### src/hdl/aarm_pkg.sv
// shared constants, types and functions for the axis-angle rotation matrix core
// no dependencies
package aarm_pkg;

  localparam int CordicIterations = 16;
  localparam int OutFracBits = 14;
  localparam int QW = 36;                 // q30 datapath width (holds +-2pi)
  localparam int NormBits = 34;           // n2 << 32 fits 66 bits, root 33 bits
  localparam int RootBits = 34;
  localparam int DivBits = 31;            // quotient bits of |v| * 2^46 / r

  localparam logic signed [QW-1:0] OneQ30 = 36'sd1073741824;
  localparam logic signed [QW-1:0] PiQ30 = 36'sd3373259426;
  localparam logic signed [QW-1:0] HalfPiQ30 = 36'sd1686629713;
  localparam logic signed [QW-1:0] TwoPiQ30 = 36'sd6746518852;
  localparam logic signed [QW-1:0] GainInvQ30 = 36'sd652032874;

  function automatic logic signed [QW-1:0] atan_q30(input logic [5:0] i);
    logic signed [QW-1:0] v;
    unique case (i)
      6'd0: v = 36'sd843314856;
      6'd1: v = 36'sd497837829;
      6'd2: v = 36'sd263043837;
      6'd3: v = 36'sd133525158;
      6'd4: v = 36'sd67021686;
      6'd5: v = 36'sd33543515;
      6'd6: v = 36'sd16775850;
      6'd7: v = 36'sd8388437;
      6'd8: v = 36'sd4194282;
      6'd9: v = 36'sd2097149;
      default: begin
        if (i < 6'd30) v = (36'sd1 <<< (6'd30 - i)) - 36'sd1;
        else v = '0;
      end
    endcase
    return v;
  endfunction

  // cordic working set: vector x, y and residual angle a
  typedef struct packed {
    logic signed [QW-1:0] x;
    logic signed [QW-1:0] y;
    logic signed [QW-1:0] a;
  } cordic_t;

  // one sqrt working set, partial root is scaled by the current digit weight
  typedef struct packed {
    logic [67:0] rem;
    logic [67:0] root;
  } sqrt_t;

  // item state carried through the chain
  typedef struct packed {
    logic valid;
    logic zero;
    logic flip;
    logic [15:0] ax;
    logic [15:0] ay;
    logic [15:0] az;
    logic sx;
    logic sy;
    logic sz;
    cordic_t cd;
    sqrt_t sq;
  } item_t;

endpackage

### src/hdl/aarm_cell.sv
// one chain cell: a cordic micro-rotation and/or one square-root digit
// depends on aarm_pkg
module aarm_cell #(
  parameter int Index = 0,
  parameter int Iterations = aarm_pkg::CordicIterations
) (
  input  logic clk,
  input  logic rst,
  input  logic en,
  input  aarm_pkg::item_t din,
  output aarm_pkg::item_t dout
);

  localparam logic [5:0] Shift = 6'(Index);
  localparam int SqIdx = (Index < 34) ? 33 - Index : 0;
  localparam bit SqOn = (Index < 34);

  aarm_pkg::item_t nxt;
  logic [67:0] trial;
  logic [67:0] bitv;

  always_comb begin
    nxt = din;
    if (Index < Iterations && Index < 32) begin
      if (!din.cd.a[aarm_pkg::QW-1]) begin
        nxt.cd.x = din.cd.x - (din.cd.y >>> Shift);
        nxt.cd.y = din.cd.y + (din.cd.x >>> Shift);
        nxt.cd.a = din.cd.a - aarm_pkg::atan_q30(Shift);
      end else begin
        nxt.cd.x = din.cd.x + (din.cd.y >>> Shift);
        nxt.cd.y = din.cd.y - (din.cd.x >>> Shift);
        nxt.cd.a = din.cd.a + aarm_pkg::atan_q30(Shift);
      end
    end
    bitv = 68'd1 << (2 * SqIdx);
    trial = din.sq.root + bitv;
    if (SqOn) begin
      if (din.sq.rem >= trial) begin
        nxt.sq.rem = din.sq.rem - trial;
        nxt.sq.root = (din.sq.root >> 1) + bitv;
      end else begin
        nxt.sq.root = din.sq.root >> 1;
      end
    end
  end

  always_ff @(posedge clk) begin
    if (rst) begin
      dout.valid <= 1'b0;
    end else if (en) begin
      dout.valid <= din.valid;
    end
    if (en) begin
      dout.zero <= nxt.zero;
      dout.flip <= nxt.flip;
      dout.ax <= nxt.ax;
      dout.ay <= nxt.ay;
      dout.az <= nxt.az;
      dout.sx <= nxt.sx;
      dout.sy <= nxt.sy;
      dout.sz <= nxt.sz;
      dout.cd <= nxt.cd;
      dout.sq <= nxt.sq;
    end
  end

endmodule

### config.mk
export PLATFORM = sky130hd
export DESIGN_NAME = aarm_cell
export DESIGN_NICKNAME = d
export VERILOG_FILES = /design/src/hdl/aarm_pkg.sv /design/src/hdl/aarm_cell.sv
export SDC_FILE = /design/constraint.sdc
export NUM_CORES = 1
export LEC_CHECK = 0
export BUFFER_PORTS_ARGS = -buffer_cell sky130_fd_sc_hd__buf_2
export CELL_PAD_IN_SITES_DETAIL_PLACEMENT = 1
export CELL_PAD_IN_SITES_GLOBAL_PLACEMENT = 2
export CORE_MARGIN = 3
export CORE_UTILIZATION = 35
export DETAILED_ROUTE_END_ITERATION = 12
export PLACE_DENSITY = 0.95
export SKIP_CTS_REPAIR_TIMING = 1
export SLEW_MARGIN = 10
export SYNTH_ARGS = -nofsm -noshare
export SYNTH_HDL_FRONTEND = slang
export SYNTH_SLANG_ARGS = --single-unit
### constraint.sdc
create_clock -name clk -period 9.95 [get_ports clk]
set_clock_uncertainty 0.2 [all_clocks]
set_input_delay 0.995 -clock clk [delete_from_list [all_inputs] [get_ports clk]]
set_output_delay 0.995 -clock clk [all_outputs]
set_load 0.02 [all_outputs]
=== Word level (Yosys, flattened, before mapping) ===
Index checks and enable logic that the tools add are counted.

* Add/sub/neg operators: 8
* Order comparisons: 1
* Mux-type cells: 3

{| class="wikitable"
|+ Operators by type and width
! operator !! count
|-
| 108-bit two-way mux || 1
|-
| 36-bit subtractor || 2
|-
| 67-bit by 67-bit adder with 68-bit output (second input constant) || 1
|-
| 68-bit by 67-bit adder with 68-bit output (second input constant) || 1
|-
| 68-bit greater-or-equal comparator || 1
|-
| 68-bit two-way mux || 1
|-
| 68-bit subtractor || 1
|-
| 67-bit two-way mux || 1
|-
| 36-bit by 31-bit adder with 36-bit output (second input constant) || 1
|-
| 36-bit adder || 1
|-
| 36-bit by 31-bit subtractor with 36-bit output (second input constant) || 1
|}

* Register bits: 298
* Bits of input ports: 301
* Output and inout port bits: 298
* Word-level logic and storage cells: 27

=== Logic depth before layout (Yosys ltp) ===
Gate-level depths: netlist of run 1.

* Depth after elaboration: 3
* Gate-level depth with buffers: 16

=== Least setup slack after synthesis of run 1 ===
Ideal clock, no wire load.

* Path type: input port to flip-flop
* From: input din[171] (netlist name)
* To: register dout[169] (netlist name) (data pin)
* Library setup time: 258 ps
* Arrival: 4311 ps
* Required time: 9492 ps
* Slack: 5180 ps
* Cell stages on the path: 14
* Buffers on the path: 2
* Cells stage by stage: clkbuf_1 inv_2 buf_1 ha_1 a21o_1 a21oi_1 o21ai_0 a211oi_2 a311oi_1 a211o_1 a41o_1 o41a_1 a21o_1 xor2_1

{| class="wikitable"
|+ RTL lines
! item !! line !! RTL
|-
| start: declaration || aarm_cell.sv:10 || <nowiki>input aarm_pkg::item_t din,</nowiki>
|-
| end: declaration || aarm_cell.sv:11 || <nowiki>output aarm_pkg::item_t dout</nowiki>
|}

==> results.json, run 1 <==
{
  "status": "completed",
  "boundaryPins": 599,
  "yosysUniqueCellTypes": 95,
  "vias": 20100,
  "dp_hpwl_microns": 71400,
  "stdcell_count": 3631,
  "worst-slew-pin-transition_ns": 0.990,
  "core_region_area_sq_mm": 0.0607,
  "yosys_warnings": 0,
  "avgSynthCellArea_sq_um": 9.58,
  "grt_usage": 0.259,
  "die-area_sq_mm": 0.0648,
  "cts_sinks": 297,
  "fin_tns_setup_ns": 0,
  "worst-path-max-fanout": 66,
  "hold_path.class": "in -> reg",
  "final_max_slew_viol_count": 0,
  "grt_pass1_wl_microns": 129000,
  "synth_edf_count": 296,
  "regArea_sq_mm": 0.00891,
  "routed_wl_microns": 90000,
  "critPathLaunchType": "input pin",
  "critPathRequiredTime_ns": 10.05,
  "io_buffers": 598,
  "final_util": 0.436,
  "fmax_mhz": 202,
  "hold_violations": 0,
  "drc": 0,
  "detail-route-antenna-nets": 0,
  "largest_reg_flops": 297,
  "grt_max_degree": 140,
  "synth_ff_type": "edfxtp_1",
  "antenna_found_initial": 19,
  "placementRows": 90,
  "syn_nets": 2768,
  "syn_to_final_growth_pct": 22.4,
  "fin_area_sq_mm": 0.0265,
  "drt_first_pass_iters": 5,
  "design_power_total_mw": 4.49,
  "fin_crit_sh": 0.497,
  "die_h_microns": 255,
  "finalSetupViolCount": 0,
  "dpl.cell_count": 3549,
  "maxSlewHeadroom": 0.340,
  "placed_cell_area_sq_mm": 0.0252,
  "grt_pass1_vias": 21100,
  "drt_iter0_drc": 1330,
  "layout.nets": 3315,
  "root_buffer": "clkbuf_16",
  "rsz0062_at_grt": "false",
  "post_drt_wl_per_cell_microns": 24.8,
  "clockBufferDepth": 3,
  "fin_ws_ns": 5.01,
  "leakage_nw": 11.7,
  "drive_above_1_share": 0.247,
  "cts_tree": "built",
  "clkTransAtPathRegs_ns": 0.07,
  "p_per_area_mw_per_mm2": 170,
  "gp_congestion": 0.929,
  "maxCapViolCount": 0,
  "start_util": 0.356,
  "grt-ovfl-total": 0,
  "worst_ep_arrival_time_ns": 5.04,
  "post-place-ws_ns": 4.41,
  "multi_input_area_sq_mm": 0.0115,
  "top_register": "dout",
  "peakVddDrop_v": 0.000122,
  "fillers": 7159,
  "fin_crit_ns": 4.94,
  "syn_area_sq_mm": 0.0216,
  "htreeDepth": 2,
  "ys_ff_latch": 297,
  "ys_async_sr_fraction": 0,
  "die_w_microns": 255,
  "seq_area_frac_synth": 0.412,
  "top_regs": "dout: 297 flops",
  "fin_hold_ws_ns": 0.414,
  "avgViaCountPerCell": 5.55,
  "worst_setup_path_end_kind": "flip-flop",
  "clk_latency_ns": 0.55,
  "netlist_instances": 2258,
  "critPathKind": "in -> reg",
  "cts_buffers": 36
}
cell usage in the layout, fill, tap and decap left out, types with 15 or more instances in the layout:
cell type,instances
nor2b_1,16
nor3_1,43
diode_2,20
clkbuf_16,36
edfxtp_1,296
a211oi_1,18
o21ai_0,126
buf_2,596
a21oi_1,279
nand4_1,39
a21o_1,80
xnor2_1,125
o211ai_1,16
inv_1,202
nand2_1,111
nand2b_1,16
o21bai_1,44
nand3_1,30
nor2_1,214
o21a_1,18
xor2_1,35
o31ai_1,15
ha_1,204
a31oi_1,19
synth_stat cells (20+ instances only):
cell type  count  area [sq um]
a21o_1        81           608
a21oi_1      279          1400
buf_2         20           100
clkbuf_1      54           203
edfxtp_1     296          8890
ha_1         204          2550
inv_1        202           758
nand2_1      111           417
nand3_1       30           150
nand4_1       39           244
nor2_1       214           803
nor3_1        43           215
o21ai_0      126           631
o21bai_1      44           330
xnor2_1      125          1090
xor2_1        35           307
critical path, stage by stage:
cell and delay [ns]:
buf_2 0.13, inv_1 0.06, ha_1 0.44, nand4_1 0.28, nor3_1 0.56, nand3_1 0.14, nor3_1 0.28, o21a_1 0.16
a2111oi_0 0.06, o21ai_0 0.22, a21o_4 0.59, buf_4 0.67, mux2_2 0.41
report_power, final:
part | switching [mW] | leakage, nW | internal [mW] | total (mW)
Sequential | 0.0605 | 2.91 | 1.59 | 1.65
Clock | 0.571 | 0.571 | 0.800 | 1.37
Combinational | 0.978 | 8.23 | 0.493 | 1.47
Total | 1.61 | 11.7 | 2.88 | 4.49
layout make-up:
cell class | instances | area share
multi-input combinational | 1658 | 0.435
antenna | 20 | 0.00189
sequential | 297 | 0.337
clock inverter | 16 | 0.00756
timing repair buffer | 603 | 0.115
tap | 782 | 0.0370
inverter | 209 | 0.0296
clock buffer | 46 | 0.0370
routing by layer:
metal / vias up / part of all wire / GRT usage
met4: 4 / 0.054 / 0.132
met3: 183 / 0.066 / 0.0522
met5: - / 0.00031 / 0
li1: 9322 / - / -
met1: 9944 / 0.38 / 0.298
met2: 689 / 0.50 / 0.458
cells by family (layout without fill, tap and decap cells):
logic type                 count (synthesis)  after routing  share of synthesized area
other                                      0             20                          0
DFF                                      297            297                      0.412
and+or+nand+nor                          543            543                      0.118
adders and majority gates                209            209                      0.123
buffers and inverters                    303            874                     0.0562
muxes                                     21             21                     0.0108
AOI/OAI and AO/OA                        725            725                      0.216
xor gates and xnor gates                 160            160                     0.0648
worst paths after layout:
| kind | start | to | slack [ns] | cells after the start |
|---|---|---|---|---|
| hold reg to reg | dout[297]$_SDFFE_PP0P_ | dout[297]$_SDFFE_PP0P_ | 0.42 | 2 |
| setup reg to reg | dout[297]$_SDFFE_PP0P_ | dout[297]$_SDFFE_PP0P_ | 9.06 | 2 |
| setup / recovery | din[34] | dout[69]$_DFFE_PP_ | 5.01 | 13 |
| hold / removal | din[248] | dout[248]$_DFFE_PP_ | 0.41 | 1 |
Power figures use the tool's default switching activity.
==> run 2, diff against run 1 <==
--- a/config.mk
+++ b/config.mk
@@ -5,13 +5,14 @@
 export SDC_FILE = /design/constraint.sdc
 export NUM_CORES = 1
 export LEC_CHECK = 0
+export ABC_AREA = 1
 export BUFFER_PORTS_ARGS = -buffer_cell sky130_fd_sc_hd__buf_2
 export CELL_PAD_IN_SITES_DETAIL_PLACEMENT = 1
 export CELL_PAD_IN_SITES_GLOBAL_PLACEMENT = 2
 export CORE_MARGIN = 3
-export CORE_UTILIZATION = 35
+export CORE_UTILIZATION = 30
 export DETAILED_ROUTE_END_ITERATION = 12
-export PLACE_DENSITY = 0.95
+export PLACE_DENSITY = 0.92
 export SKIP_CTS_REPAIR_TIMING = 1
 export SLEW_MARGIN = 10
 export SYNTH_ARGS = -nofsm -noshare
==> constraint.sdc (replaced) <==
create_clock -name clk -period 4.7 [get_ports clk]
set_clock_uncertainty 0.2 [all_clocks]
set_input_delay 0.47 -clock clk [delete_from_list [all_inputs] [get_ports clk]]
set_output_delay 0.47 -clock clk [all_outputs]
set_load 0.02 [all_outputs]
==> results.json, run 2 <==
{
  "post_drt_wl_per_cell_microns": 21.2,
  "grt_pass1_vias": 27100,
  "fin_hold_ws_ns": -0.0118,
  "final_cell_mix": "nand2_1, inv_1, buf_2",
  "yosysTopAreaCell": "edfxtp_1",
  "placementRows": 105,
  "top_regs": "dout: 297 flops",
  "status": "complete, but fails checks",
  "drc": 0,
  "critPathRequiredTime_ns": 4.80,
  "start_util": 0.306,
  "drt_first_pass_iters": 5,
  "core_region_area_sq_mm": 0.0828,
  "crit_buf_inv": 6,
  "synth_ff_type": "edfxtp_1",
  "cpMostUsedCell": "nand2_1",
  "clkTransAtPathRegs_ns": 0.06,
  "grt_max_degree": 101,
  "dp_hpwl_microns": 94500,
  "avgSynthCellArea_sq_um": 6.97,
  "routed_wl_microns": 117000,
  "peakVddDrop_v": 0.000246,
  "cts_sinks": 297,
  "leakage_nw": 16.4,
  "maxCapViolCount": 0,
  "die_w_microns": 296,
  "rsz0062_at_grt": "false",
  "worst_setup_path_end_kind": "flip-flop",
  "die_h_microns": 296,
  "min_to": "dout[96]$_DFFE_PP_",
  "timing.rr.end": "dout[297]$_SDFFE_PP0P_",
  "antenna_found_initial": 17,
  "final_max_slew_viol_count": 0,
  "critPathLaunchType": "input pin",
  "root_buffer": "clkbuf_16",
  "drt_iter0_drc": 1640,
  "r2r_cells": 3,
  "worst_ep_arrival_time_ns": 4.00,
  "fin_crit_sh": 0.830,
  "drive_above_1_share": 0.159,
  "clk_latency_ns": 0.56,
  "io_buffers": 598,
  "critPathTopFamily": "simple AND/OR/NAND/NOR gates",
  "fin_ws_ns": 0.798,
  "synth_edf_count": 296,
  "yosysMostFrequentCell": "nand2_1",
  "fin_tns_setup_ns": 0,
  "holdCritStartpoint": "din[96]",
  "grt-ovfl-total": 0,
  "layout.nets": 4889,
  "gp_congestion": 0.938,
  "grt_usage": 0.245,
  "post-place-ws_ns": 0.625,
  "critPathKind": "in -> reg",
  "top_register": "dout",
  "p_per_area_mw_per_mm2": 314,
  "fmax_mhz": 256,
  "whs_path_depth": 3,
  "clockBufferDepth": 3,
  "rrSetupSlack_ns": 3.29,
  "worst-slew-pin-transition_ns": 0.945,
  "netlist_instances": 3632,
  "syn_area_sq_mm": 0.0253,
  "cp_slowest_stage_delay_ns": 0.58,
  "seq_area_frac_synth": 0.352,
  "syn_nets": 4142,
  "cts_tree": "built",
  "yosys_warnings": 0,
  "grt_pass1_wl_microns": 164000,
  "ys_ff_latch": 297,
  "synth_area_leaders": "edfxtp_1, nand2_1, ha_1",
  "hold_violations": 3,
  "avgViaCountPerCell": 4.99,
  "yosysUniqueCellTypes": 45,
  "synth_top_area_frac": 0.351,
  "hold_path.class": "in -> reg",
  "htreeDepth": 2,
  "largest_reg_flops": 297,
  "crit_start": "din[26]",
  "maxSlewHeadroom": 0.370,
  "violations": "hold timing",
  "worst-path-max-fanout": 44,
  "ys_async_sr_fraction": 0,
  "vias": 27400,
  "fin_crit_ns": 3.90,
  "r2r_start": "dout[297]$_SDFFE_PP0P_",
  "synth_commonest_cells": "nand2_1, inv_1, nor2_1",
  "finalSetupViolCount": 0,
  "detail-route-antenna-nets": 0,
  "die-area_sq_mm": 0.0879,
  "syn_to_final_growth_pct": 27.9,
  "crit_chain": "dlygate4sd3_1 > buf_2 > inv_1 > ha_1 > nand2_1 > nor2_2 > inv_1 > nor2_2 > nand2_1 > nor2_1 > nand2_1 > nand3_1 > a21oi_2 > nand2_4 > inv_2 > buf_12 > nand2_1 > nand2_1",
  "cts_buffers": 38,
  "final_common_cell": "nand2_1",
  "slowest_stage": "dlygate4sd3_1",
  "boundaryPins": 599
}
-- run 2: cell types whose count changed after synthesis, moves of 44 or more --
cell	change
nand3_1	+216
nor2_1	+115
nand2_1	+1020
xnor2_1	-117
xor2_1	+44
a21o_1	-68
inv_1	+418
-- run 2: area by class of cell --
cell class              instances  area, sq um
well taps                    1070         1340
clock buffers                  46         1000
clock inverters                23          293
multi-input cells            2655        13800
diodes                         11         27.5
flip-flops and latches        297         8910
fillers                     10600        50400
inverters                     626         2350
repair buffers                761         4660
-- run 2: worst max-delay path by stage --
stage | cells after the start | slack [ns] | to
final | 18 | 0.80 | dout[126]$_DFFE_PP_
after global routing | 15 | 0.61 | dout[67]$_SDFFCE_PN0P_
after CTS | 16 | 1.23 | dout[67]$_SDFFCE_PN0P_
after detailed placement | 16 | 0.63 | dout[67]$_SDFFCE_PN0P_
after global placement | 16 | 0.76 | dout[67]$_SDFFCE_PN0P_
after floorplan | 15 | 1.19 | dout[162]$_DFFE_PP_
-- run 2: cell families (layout without fill, tap and decap cells) --
group | after synthesis | in the layout | synth area share
adders and majority gates | 209 | 209 | 0.105
DFF | 297 | 297 | 0.352
other | 0 | 11 | 0
buffers and inverters | 680 | 1456 | 0.104
AOI/OAI and AO/OA | 523 | 523 | 0.112
muxes | 3 | 3 | 0.00119
xor gates and xnor gates | 87 | 87 | 0.0301
and+or+nand+nor | 1833 | 1833 | 0.296
-- run 2: stage by stage --
| step | total power [mW] | instances | util | hold WS (ns) | area (sq um) |
|---|---|---|---|---|---|
| 2_1_floorplan | 5.53 | 3632 | - | 0.342 | 25300 |
| 3_3_place_gp | 6.86 | 5254 | 0.356 | 0.293 | 29500 |
| 3_5_place_dp | 6.92 | 5254 | 0.356 | 0.289 | 29500 |
| 4_1_cts | 10.1 | 5323 | 0.372 | -0.177 | 30800 |
| 5_1_grt | 10.7 | 5482 | 0.391 | 0.000724 | 32400 |
| 6_report | 10.2 | 5489 | 0.391 | -0.0118 | 32400 |
-- run 2: tightest hold or removal path: stages --
cell and delay, ns:
buf_2 0.11, nand2_1 0.05, nand2_1 0.05
-- run 2: report_power, final --
group	switching [mW]	total (mW)	internal [mW]
clock	1.30	3.12	1.82
sequential	0.126	3.46	3.33
combinational	2.49	3.59	1.10
total	3.92	10.2	6.25
-- run 2: layer usage --
| layer | wire length (microns) | track usage |
|---|---|---|
| met1 | 50300 | 0.313 |
| met4 | 3770 | 0.0805 |
| met3 | 6900 | 0.0399 |
| met5 | 62 | 0 |
| met2 | 55600 | 0.422 |
